[config.mk]
export PLATFORM = sky130hd
export DESIGN_NAME = pulse_width_barcode_decoder
export DESIGN_NICKNAME = d
export VERILOG_FILES = /design/src/design/pwbd_pkg.sv /design/src/design/pwbd_front.sv /design/src/design/pwbd_queue.sv /design/src/design/pwbd_back.sv /design/src/design/pulse_width_barcode_decoder.sv
export SDC_FILE = /design/constraint.sdc
export NUM_CORES = 1
export LEC_CHECK = 0
export BUFFER_PORTS_ARGS = -buffer_cell sky130_fd_sc_hd__clkbuf_2
export CORE_MARGIN = 5
export CORE_UTILIZATION = 41
export CTS_CLUSTER_DIAMETER = 100
export DETAILED_ROUTE_END_ITERATION = 12
export SYNTH_ARGS = -nofsm -noshare
export SYNTH_HDL_FRONTEND = slang
export SYNTH_HIERARCHICAL = 1
export SYNTH_SLANG_ARGS = --single-unit
[constraint.sdc]
create_clock -name clk -period 11.2 [get_ports clk]
set_clock_uncertainty 0.15 [all_clocks]
set_input_delay 0.56 -clock clk [delete_from_list [all_inputs] [get_ports clk]]
set_output_delay 0.56 -clock clk [all_outputs]
set_load 0.05 [all_outputs]
[src/design/pwbd_pkg.sv]
`default_nettype none

package pwbd_pkg;

  // Number of white/black bit pairs that make one code.
  localparam int BITS_PER_CODE = 8;
  localparam int BIT_IDX_W = (BITS_PER_CODE > 1) ? $clog2(BITS_PER_CODE) : 1;

  // Field widths.
  localparam int TIME_W = 32;
  localparam int CODE_W = 8;
  localparam int VEL_W = 32;
  localparam int PERIOD_W = TIME_W + 1;

  // Depth of the queue between the front and the back.
  localparam int QUEUE_DEPTH = 2;
  localparam int QUEUE_PTR_W = $clog2(QUEUE_DEPTH);
  localparam int QUEUE_CNT_W = $clog2(QUEUE_DEPTH + 1);

  // Input word kinds.
  typedef enum logic {
    ACT_EDGE = 1'b0,
    ACT_READ = 1'b1
  } action_t;

  // Status codes returned by a read.
  typedef enum logic [1:0] {
    STATUS_NONE        = 2'd0,
    STATUS_IN_PROGRESS = 2'd1,
    STATUS_SUCCESS     = 2'd2
  } status_t;

  // One read request as classified by the front.
  typedef struct packed {
    status_t               status;
    logic [CODE_W-1:0]     code_value;
    logic [PERIOD_W-1:0]   period;
  } entry_t;

endpackage

`default_nettype wire

[src/design/pwbd_front.sv]
`default_nettype none

module pwbd_front (
  input  wire logic                          clk,
  input  wire logic                          rst,
  input  wire logic                          in_accept,
  input  wire logic                          in_action,
  input  wire logic [pwbd_pkg::TIME_W-1:0]   in_timestamp,
  output pwbd_pkg::entry_t                   entry,
  output logic                               push
);
  import pwbd_pkg::*;

  logic                  in_black_phase;
  logic [BIT_IDX_W-1:0]  bit_index;
  logic                  capturing;
  logic                  code_ready;
  logic [TIME_W-1:0]     last_edge_time;
  logic [TIME_W-1:0]     current_white_width;
  logic [CODE_W-1:0]     decoded_bits;
  logic [PERIOD_W-1:0]   final_period;

  logic [TIME_W-1:0]     width;
  logic                  new_bit;
  logic                  last_bit;
  logic                  is_read;

  // Width since the previous edge, modulo 2^32, and the bit it gives.
  assign width    = in_timestamp - last_edge_time;
  assign new_bit  = (current_white_width > width);
  assign last_bit = (bit_index == BIT_IDX_W'(BITS_PER_CODE - 1));
  assign is_read  = (in_action == ACT_READ);

  // A read request becomes a queue entry carrying everything the back needs.
  always_comb begin
    push             = in_accept && is_read;
    entry.period     = final_period;
    entry.code_value = '0;
    if (code_ready) begin
      entry.status     = STATUS_SUCCESS;
      entry.code_value = decoded_bits;
    end else if (capturing) begin
      entry.status = STATUS_IN_PROGRESS;
    end else begin
      entry.status = STATUS_NONE;
    end
  end

  // Capture state, updated by edge events and cleared by a successful read.
  always_ff @(posedge clk) begin
    if (rst) begin
      in_black_phase      <= 1'b0;
      bit_index           <= '0;
      capturing           <= 1'b0;
      code_ready          <= 1'b0;
      last_edge_time      <= '0;
      current_white_width <= '0;
      decoded_bits        <= '0;
      final_period        <= '0;
    end else if (in_accept) begin
      if (is_read) begin
        code_ready <= 1'b0;
      end else if (capturing) begin
        last_edge_time <= in_timestamp;
        if (!in_black_phase) begin
          current_white_width <= width;
          in_black_phase      <= 1'b1;
        end else begin
          decoded_bits   <= {decoded_bits[CODE_W-2:0], new_bit};
          in_black_phase <= 1'b0;
          if (last_bit) begin
            bit_index    <= '0;
            code_ready   <= 1'b1;
            capturing    <= 1'b0;
            final_period <= PERIOD_W'(current_white_width) + PERIOD_W'(width);
          end else begin
            bit_index <= bit_index + 1'b1;
          end
        end
      end else if (!code_ready) begin
        // First edge starts a new capture.
        capturing      <= 1'b1;
        decoded_bits   <= '0;
        last_edge_time <= in_timestamp;
      end
    end
  end

endmodule

`default_nettype wire

[src/design/pwbd_queue.sv]
`default_nettype none

module pwbd_queue (
  input  wire logic               clk,
  input  wire logic               rst,
  input  wire logic               push,
  input  wire pwbd_pkg::entry_t   push_entry,
  input  wire logic               pop,
  output pwbd_pkg::entry_t        head,
  output logic                    full,
  output logic                    empty
);
  import pwbd_pkg::*;

  entry_t                   slots [QUEUE_DEPTH];
  logic [QUEUE_PTR_W-1:0]   wr_ptr;
  logic [QUEUE_PTR_W-1:0]   rd_ptr;
  logic [QUEUE_CNT_W-1:0]   count;

  assign full  = (count == QUEUE_CNT_W'(QUEUE_DEPTH));
  assign empty = (count == '0);
  assign head  = slots[rd_ptr];

  // Entry storage.
  always_ff @(posedge clk) begin
    if (push) begin
      slots[wr_ptr] <= push_entry;
    end
  end

  // Pointers and fill count.
  always_ff @(posedge clk) begin
    if (rst) begin
      wr_ptr <= '0;
      rd_ptr <= '0;
      count  <= '0;
    end else begin
      if (push) begin
        wr_ptr <= wr_ptr + 1'b1;
      end
      if (pop) begin
        rd_ptr <= rd_ptr + 1'b1;
      end
      if (push && !pop) begin
        count <= count + 1'b1;
      end else if (pop && !push) begin
        count <= count - 1'b1;
      end
    end
  end

endmodule

`default_nettype wire

[src/design/pwbd_back.sv]
`default_nettype none

module pwbd_back (
  input  wire logic                        clk,
  input  wire logic                        rst,
  input  wire logic [pwbd_pkg::VEL_W-1:0]  scaled_length,
  input  wire pwbd_pkg::entry_t            head,
  input  wire logic                        empty,
  output logic                             pop,
  output logic                             out_valid,
  input  wire logic                        out_ready,
  output pwbd_pkg::status_t                out_status,
  output logic [pwbd_pkg::CODE_W-1:0]      out_code_value,
  output logic [pwbd_pkg::VEL_W-1:0]       out_velocity
);
  import pwbd_pkg::*;

  localparam int STEP_W = $clog2(VEL_W);

  typedef enum logic [2:0] {
    ST_IDLE = 3'b001,
    ST_DIV  = 3'b010,
    ST_OUT  = 3'b100
  } state_t;

  state_t               state;
  logic [STEP_W-1:0]    step;
  logic [PERIOD_W-1:0]  divisor;
  logic [PERIOD_W-1:0]  rem;
  logic [VEL_W-1:0]     quo;

  logic [PERIOD_W:0]    rem_sh;
  logic                 fits;
  logic [PERIOD_W:0]    rem_sub;

  // One restoring division step per cycle.
  assign rem_sh  = {rem, quo[VEL_W-1]};
  assign fits    = (rem_sh >= {1'b0, divisor});
  assign rem_sub = rem_sh - {1'b0, divisor};

  assign pop       = (state == ST_IDLE) && !empty;
  assign out_valid = (state == ST_OUT);

  // Sequencer: take an entry, divide if needed, hold the result until taken.
  always_ff @(posedge clk) begin
    if (rst) begin
      state <= ST_IDLE;
      step  <= '0;
    end else begin
      unique case (state)
        ST_IDLE: begin
          if (!empty) begin
            out_status     <= head.status;
            out_code_value <= head.code_value;
            step           <= '0;
            divisor        <= head.period;
            rem            <= '0;
            quo            <= scaled_length;
            if (head.status != STATUS_SUCCESS) begin
              out_velocity <= '0;
              state        <= ST_OUT;
            end else if (head.period == '0) begin
              out_velocity <= '1;
              state        <= ST_OUT;
            end else begin
              state <= ST_DIV;
            end
          end
        end
        ST_DIV: begin
          rem  <= fits ? rem_sub[PERIOD_W-1:0] : rem_sh[PERIOD_W-1:0];
          quo  <= {quo[VEL_W-2:0], fits};
          step <= step + 1'b1;
          if (step == STEP_W'(VEL_W - 1)) begin
            out_velocity <= {quo[VEL_W-2:0], fits};
            state        <= ST_OUT;
          end
        end
        ST_OUT: begin
          if (out_ready) begin
            state <= ST_IDLE;
          end
        end
        default: begin
          state <= ST_IDLE;
        end
      endcase
    end
  end

endmodule

`default_nettype wire

[src/design/pulse_width_barcode_decoder.sv]
`default_nettype none

// Pulse-width barcode decoder. Each input word is either a sensor edge
// (tuser = 0, timestamp in tdata) or a read request (tuser = 1). The first
// edge starts a capture; later edges measure alternating white and black
// widths, and each pair gives one bit, 1 when white is wider, first bit
// most significant. A read returns one word: status in tuser, and in tdata
// the code byte and the velocity, scaled_length divided by the last bit
// period. The input side keeps taking words, edges and reads alike, while
// a two-word queue between classification and division has room. A
// successful read with a nonzero period is loaded, passed through the
// bit-serial divider and then presented; any other read is loaded and
// presented directly. Sustained read throughput is set by that divider.
module pulse_width_barcode_decoder (
  input  wire logic         clk,
  input  wire logic         rst,
  input  wire logic         cfg_wen,
  input  wire logic [31:0]  cfg_wdata,       // scaled_length
  input  wire logic         s_axis_tvalid,
  output logic              s_axis_tready,
  input  wire logic [31:0]  s_axis_tdata,    // [31:0] timestamp
  input  wire logic         s_axis_tuser,    // [0] action
  output logic              m_axis_tvalid,
  input  wire logic         m_axis_tready,
  output logic [39:0]       m_axis_tdata,    // [7:0] code_value, [39:8] velocity
  output logic [1:0]        m_axis_tuser     // [1:0] status
);
  import pwbd_pkg::*;

  logic [VEL_W-1:0]     scaled_length;
  logic                 in_accept;
  logic                 push;
  logic                 pop;
  logic                 full;
  logic                 empty;
  entry_t               push_entry;
  entry_t               head;
  status_t              out_status;
  logic [CODE_W-1:0]    out_code_value;
  logic [VEL_W-1:0]     out_velocity;

  // Configuration register.
  always_ff @(posedge clk) begin
    if (rst) begin
      scaled_length <= '0;
    end else if (cfg_wen) begin
      scaled_length <= cfg_wdata;
    end
  end

  assign s_axis_tready = !full;
  assign in_accept     = s_axis_tvalid && s_axis_tready;

  pwbd_front u_front (
    .clk          (clk),
    .rst          (rst),
    .in_accept    (in_accept),
    .in_action    (s_axis_tuser),
    .in_timestamp (s_axis_tdata),
    .entry        (push_entry),
    .push         (push)
  );

  pwbd_queue u_queue (
    .clk        (clk),
    .rst        (rst),
    .push       (push),
    .push_entry (push_entry),
    .pop        (pop),
    .head       (head),
    .full       (full),
    .empty      (empty)
  );

  pwbd_back u_back (
    .clk            (clk),
    .rst            (rst),
    .scaled_length  (scaled_length),
    .head           (head),
    .empty          (empty),
    .pop            (pop),
    .out_valid      (m_axis_tvalid),
    .out_ready      (m_axis_tready),
    .out_status     (out_status),
    .out_code_value (out_code_value),
    .out_velocity   (out_velocity)
  );

  // Output word packing.
  assign m_axis_tdata = {out_velocity, out_code_value};
  assign m_axis_tuser = out_status;

endmodule

`default_nettype wire
# ---- Word level (Yosys, flattened, before mapping)
# Memories as Yosys holds them, arrays and structs flattened. A register that Yosys moved wholly into a read port is not among the register bits.
# Index checks and enable logic that the tools add are counted.
dict set report word_totals {
  reg_bits 295
  ram_bits 86
  in_bits 70
  output_inout_bits 44
  n_memories 1
}
dict set report classes {
  add_sub_neg 9
  n_lt_le_gt_ge 2
  eq_ne 13
  mux 41
  bitwise_logic 4
  n_reduce_logical 29
}
# memory words width read_ports rd_ports_with_merged_regs wr line
set mem_list {}
lappend mem_list {u_queue.slots 2 43 1 1 1 pwbd_queue.sv:15} ;# entry_t slots [QUEUE_DEPTH];
# op count
set op_table {}
lappend op_table {{32-bit 2-to-1 mux} 7}
lappend op_table {{32-bit case mux with 2 select lines} 2}
lappend op_table {{33-bit 2-to-1 mux} 2}
lappend op_table {{33-bit case mux with 2 select lines} 1}
lappend op_table {{34-bit by 33-bit >= comparator with 1-bit output} 1}
lappend op_table {{32-bit by 32-bit adder with 33-bit output} 1}
lappend op_table {{33-bit logical NOT} 1}
lappend op_table {{33-bit subtractor} 1}
lappend op_table {{32-bit > comparator} 1}
lappend op_table {{32-bit subtractor} 1}
lappend op_table {{8-bit 2-to-1 mux} 3}
lappend op_table {{3-bit 2-to-1 mux} 6}
lappend op_table {{3-bit AND reduction} 6}
lappend op_table {{1-bit 2-to-1 mux} 14}
lappend op_table {{4-bit AND reduction} 3}
lappend op_table {{5-bit case mux with 2 select lines} 1}
lappend op_table {{5-bit AND reduction} 2}
lappend op_table {{2-bit nonzero test} 5}
lappend op_table {{3-bit case mux with 3 select lines} 1}
lappend op_table {{2-bit by 1-bit inequality test with 1-bit output (second input constant)} 4}
lappend op_table {{3-bit equality test (second input constant)} 2}
lappend op_table {{2-bit 2-to-1 mux} 3}
lappend op_table {{5-bit by 1-bit adder with 5-bit output (second input constant)} 1}
lappend op_table {{5-bit equality test (second input constant)} 1}
lappend op_table {{15 further kinds} 28}

# ---- Depth between registers and ports, before layout
dict set report logic_depth {
  ltp_word 8
  depth_mapped 21
  depth_no_buf 20
}

# ---- Modules after synthesis
# Netlist, hierarchy kept.
# mod instances cells_each area_each_um2
set by_module_without_submodules {}
lappend by_module_without_submodules {pwbd_front 1 1137 8508.2}
lappend by_module_without_submodules {pwbd_back 1 738 7729.9}
lappend by_module_without_submodules {pwbd_queue 1 156 3309.4}
lappend by_module_without_submodules {pulse_width_barcode_decoder 1 105 1173.6}

# ---- Worst setup path after synthesis
# Ideal clock, no wire load.
dict set report synth_path {
  kind {register to register}
  startpoint {register with a tool-made name}
  endpoint {register u_back/out_velocity[0] in the netlist's numbering (enable)}
  setup_ns 0.502
  arrival_ns 4.799
  setup_slack_ns 5.749
  path_stages_with_launch 9
  path_buffers 2
  period_less_slack_ns 5.451
  path_cell_list {dfxtp_1 buf_2 buf_4 mux2_2 nor4_1 nand4_1 nor3_1 nor4bb_1 nor4_1}
}
# item line
set synth_lines {}
lappend synth_lines {{end signal, assigned} pwbd_back.sv:75} ;# out_velocity <= {quo[VEL_W-2:0], fits};
lappend synth_lines {{end, declared} pwbd_back.sv:14} ;# output logic [pwbd_pkg::VEL_W-1:0] out_velocity

# ---- Worst setup path in the final report
dict set report layout_path {
  startpoint {register u_front.last_edge_time[0]}
  endpoint {register u_front.final_period[31]}
}
dict set report layout_between {
  elab_chain_cells 2
}
# item line
set layout_lines {}
lappend layout_lines {{start, declared} pwbd_front.sv:18} ;# logic [TIME_W-1:0] last_edge_time;
lappend layout_lines {{start signal, assigned} pwbd_front.sv:64} ;# last_edge_time <= in_timestamp;
lappend layout_lines {{start signal, assigned} pwbd_front.sv:84} ;# last_edge_time <= in_timestamp;
lappend layout_lines {{32-bit subtractor} pwbd_front.sv:29} ;# assign width = in_timestamp - last_edge_time;
lappend layout_lines {{named net u_front.width[22]} pwbd_front.sv:23} ;# logic [TIME_W-1:0] width;
lappend layout_lines {{32-bit by 32-bit adder with 33-bit output} pwbd_front.sv:75} ;# final_period <= PERIOD_W'(current_white_width) + PERIOD_W'(width);
lappend layout_lines {{end signal, assigned} pwbd_front.sv:75}
lappend layout_lines {{end, declared} pwbd_front.sv:21} ;# logic [PERIOD_W-1:0] final_period;
# The timed path passes the listed nets, and every way through them passes these cells.
# A chain may end at the register's enable or synchronous reset.

==> impl_results.md <==
- Result of the run: finished, final reports clean
- CTS Root Buffer Type: clkbuf_16
- GRT Overall Usage: 15.59%
- Pint: 3.013 mW
- Prevailing post-synth register cell: edfxtp_1
- Number of top-level design ports: 114
- Highest attainable clock frequency: 219.8 MHz
- Most area-hungry cell type in the Yosys netlist: edfxtp_1
- Power Total: 4.587 mW
- Crit-path slowest cell: ha_1
- Fill cell total of the finished layout: 4,779
- Hold buffer count at cts: 0
- Maximum number of pins on one net before global-route repair: 102
- Proportion of synthesized chip area in sequential cells: 47.82%
- Launch point of the worst path: u_front/last_edge_time[0]
- Cell count after placement: 2,828
- Relative slew slack: 24.10%
- Cell count after synthesis: 2,136
- Clock network power share: 30.6%
- I/O Buffers: 113
- Layout Area Growth over Synthesis: 11.88%
- Final cell count without fillers: 2,908
- Antenna violations before repair: 0
- Half-perimeter wire length after detailed placement: 31,400 um
- DR DRC count: 0
- Area of the core region: 0.05007 mm^2
- Proportion of power drawn by flip-flops and latches: 38.9%
- Number of distinct library cells after synthesis: 89
- IR Drop Worst-Case VDD: 0.0001828 V
- Number of warnings printed during yosys synthesis: 6
- Delay of the slowest critical-path stage: 0.48 ns
- Switching power total: 1.573 mW
- Max-Cap Viols: 0
- Data required time of the worst path: 11.50 ns
- Post-CTS setup buffers: 0
- Average detailed-routed wire length per instance: 15.22 um
- Syn avg cell area: 9.701 um^2
- Type of the most critical hold path: in -> reg
- Effective utilization at floorplan: 41.39%
- Clock slew seen by the registers of the worst setup and hold paths: 0.06 ns
- Storage element area: 0.009911 mm^2
- Category of the worst setup path capture point: register
- Transition time of the tightest slew-check pin: 1.136 ns
- Routability cong.: 0.8805
- CTS sink cnt: 382
- Startpoint class of the critical path: register
- Largest fanout on the critical path: 9
- Average via count per standard cell: 5.158
- Number of instances resized during post-cts repair: 0
- Total CTS buffers: 44
- EDFF count, synth: 226
- Wire length of the first global-routing pass: 73,730 um
- Final Setup Violations: 0
- Top post-synthesis cells by area: edfxtp_1 (33%), dfxtp_1 (15%), ha_1 (8.0%), nand2_1 (6.6%), a21oi_1 (4.7%)
- Synthesized net count: 2,342
- Arrival time reported for the critical path endpoint: 4.85 ns
- Share of the clock period used by the worst path: 40.63%
- Vias in the first global route: 14,960
- Crit path top cell by count: ha_1
- Final TNS setup: 0 ns
- TritonCTS clock tree: built
- Detailed router's first-iteration violation count: 703
- Detailed-routing iteration count for the pre-antenna-repair pass: 5
- Chip height: 234.8 um
- Total area of multi-input combinational cells: 0.009824 mm^2
- Type of the setup path with the least slack: reg -> reg
- Routed Wire Length: 44,270 um
- Antenna cells: 0
- Post-synthesis instance area: 0.02072 mm^2
- Die boundary width: 234.8 um
- Hold violation count in the final report: 0
- Unrepaired setup endpoints after global routing: no
- CTS H-tree depth: 2
- Maximum count of clock buffers along a single path: 3
- Most numerous cell in the Yosys netlist: nand2_1
- Final global-route overflow total: 0
- Number of slew-limit violations in the final report: 0
- Count of state elements after synthesis: 382
- Fraction of registers with async set or reset after synthesis: 0%
- Hold path start: cfg_wdata[31]
- Std cell rows: 82
- Leakage dissipation: 9.544 nW
- Switching portion of total power: 34.30%
- Total number of vias: 15,000
- Gate power share: 30.4%
- Total power per unit cell area: 197.8 mW/mm^2
- Clock latency on the worst-skew pair: 0.57 ns
- Proportion of netlist area held by the largest area contributor: 32.75%
- Share of the core filled with cells in the final layout: 46.30%
- Ordered list of cells on the worst path: ha_1 > inv_1 > fa_1 > a211oi_1 > o21ai_1 > nand2_1 > a311oi_2 > o31ai_2 > xnor2_1 > ha_1 > and3_1 > nor2b_1 > nand3_1 > o211a_1 > or3_1 > nand4_1 > o311ai_2
- Die area: 0.05514 mm^2
- Cell types with the highest counts after synthesis: nand2_1 (365), edfxtp_1 (226), a21oi_1 (195)
- Layout cell share with drive strength beyond 1: 12.92%
- Antenna-violating nets left: 0
- Number of nets in the layout: 2,408
- Startpoint of the lowest-slack register-to-register path: u_front/last_edge_time[0]
- Min Clock Period, post-route: 4.550 ns
## path summary, 6_finish.rpt
path | endpoint | slack, ns | depth (start not counted)
setup reg to reg | u_front/final_period[31] | 6.65 | 17
hold / removal | scaled_length[31] | 0.07 | 3
hold reg to reg | u_queue/slots[1][10] | 0.30 | 0
setup / recovery | u_front/final_period[31] | 6.65 | 17
## cell usage in the layout, fill, tap and decap left out, types with 26 or more instances in the layout
cell type / synthesis / layout
nand3_1: 42 / 42
clkbuf_2: 0 / 112
mux2_2: 43 / 43
clkbuf_16: 0 / 44
nor2_1: 161 / 157
edfxtp_1: 226 / 226
o21ai_0: 65 / 65
a21o_1: 51 / 51
mux2i_1: 60 / 60
xor2_1: 27 / 27
a21oi_1: 195 / 194
ha_1: 133 / 133
nand2_1: 365 / 364
nor3_1: 26 / 26
inv_1: 136 / 136
xnor2_1: 55 / 55
dfxtp_1: 156 / 155
## layer usage
layer  share of wire (%)  GRT usage, %  vias to the layer above
li1                    -             -                     7665
met1                  45         19.53                     6965
met2                  49         27.56                      289
met3                 3.9         2.509                       81
met4                 2.9         5.150                        0
met5                   0             0                        -
## power by group through the flow
stage / clock network [mW] / registers (mW) / logic, mW
global route: 1.52 / 1.80 / 1.55
finish: 1.41 / 1.79 / 1.39
floorplan: 0 / 1.93 / 0.972
detailed placement: 0 / 1.82 / 1.39
global placement: 0 / 1.81 / 1.38
CTS: 1.46 / 1.79 / 1.40
## sequential cells by signal, summed over array words and instances (netlist names), 3 cells and up, named ones only
name,count
u_back/out_code_value,8
u_front/bit_index,3
u_front/current_white_width,32
u_back/out_velocity,32
u_back/state,3
u_front/decoded_bits,8
u_back/quo,32
scaled_length,32
u_back/divisor,33
u_back/step,5
u_back/rem,33
u_front/final_period,33
u_queue/slots,86
u_front/last_edge_time,32
## final cells by class
type,count,share of cell area [%]
Multi-Input combinational cell,1512,42.38
Inverter,136,2.202
Timing Repair Buffer,126,2.871
Clock buffer,58,5.149
Clock inverter,22,1.020
Tap cell,672,3.627
Sequential cell,382,42.75
## stage by stage
step                cell area, um^2  worst slack [ns]  hold slack, ns
floorplan                     20720             5.749          0.2703
global placement              21750             6.378          0.2835
detailed placement            21750             6.251          0.2884
CTS                           23180             6.628         0.03809
global route                  23180             6.313         0.05725
finish                        23180             6.650         0.07418
## critical path, delay by kind of cell (launching register included)
| kind | cells | cell delay [ns] |
|---|---|---|
| AOI/OAI and AO/OA | 6 | 1.42 |
| xor gates and xnor gates | 1 | 0.19 |
| adders and majority gates | 3 | 1.06 |
| buffers and inverters | 1 | 0.05 |
| DFF | 1 | 0.33 |
| and+or+nand+nor | 6 | 1.23 |
## cell families after synthesis
family                   count (synthesis)  share of synthesized area [%]
buffers and inverters                  242                          4.982
AND/OR/NAND/NOR                        721                          15.36
XOR/XNOR                                85                          3.701
flip-flops                             382                          47.82
adder cells (fa/ha/maj)                136                          8.321
AO/OA/AOI/OAI                          467                          14.58
multiplexers                           103                          5.235
Note: power is estimated with default switching activity, not from simulation.
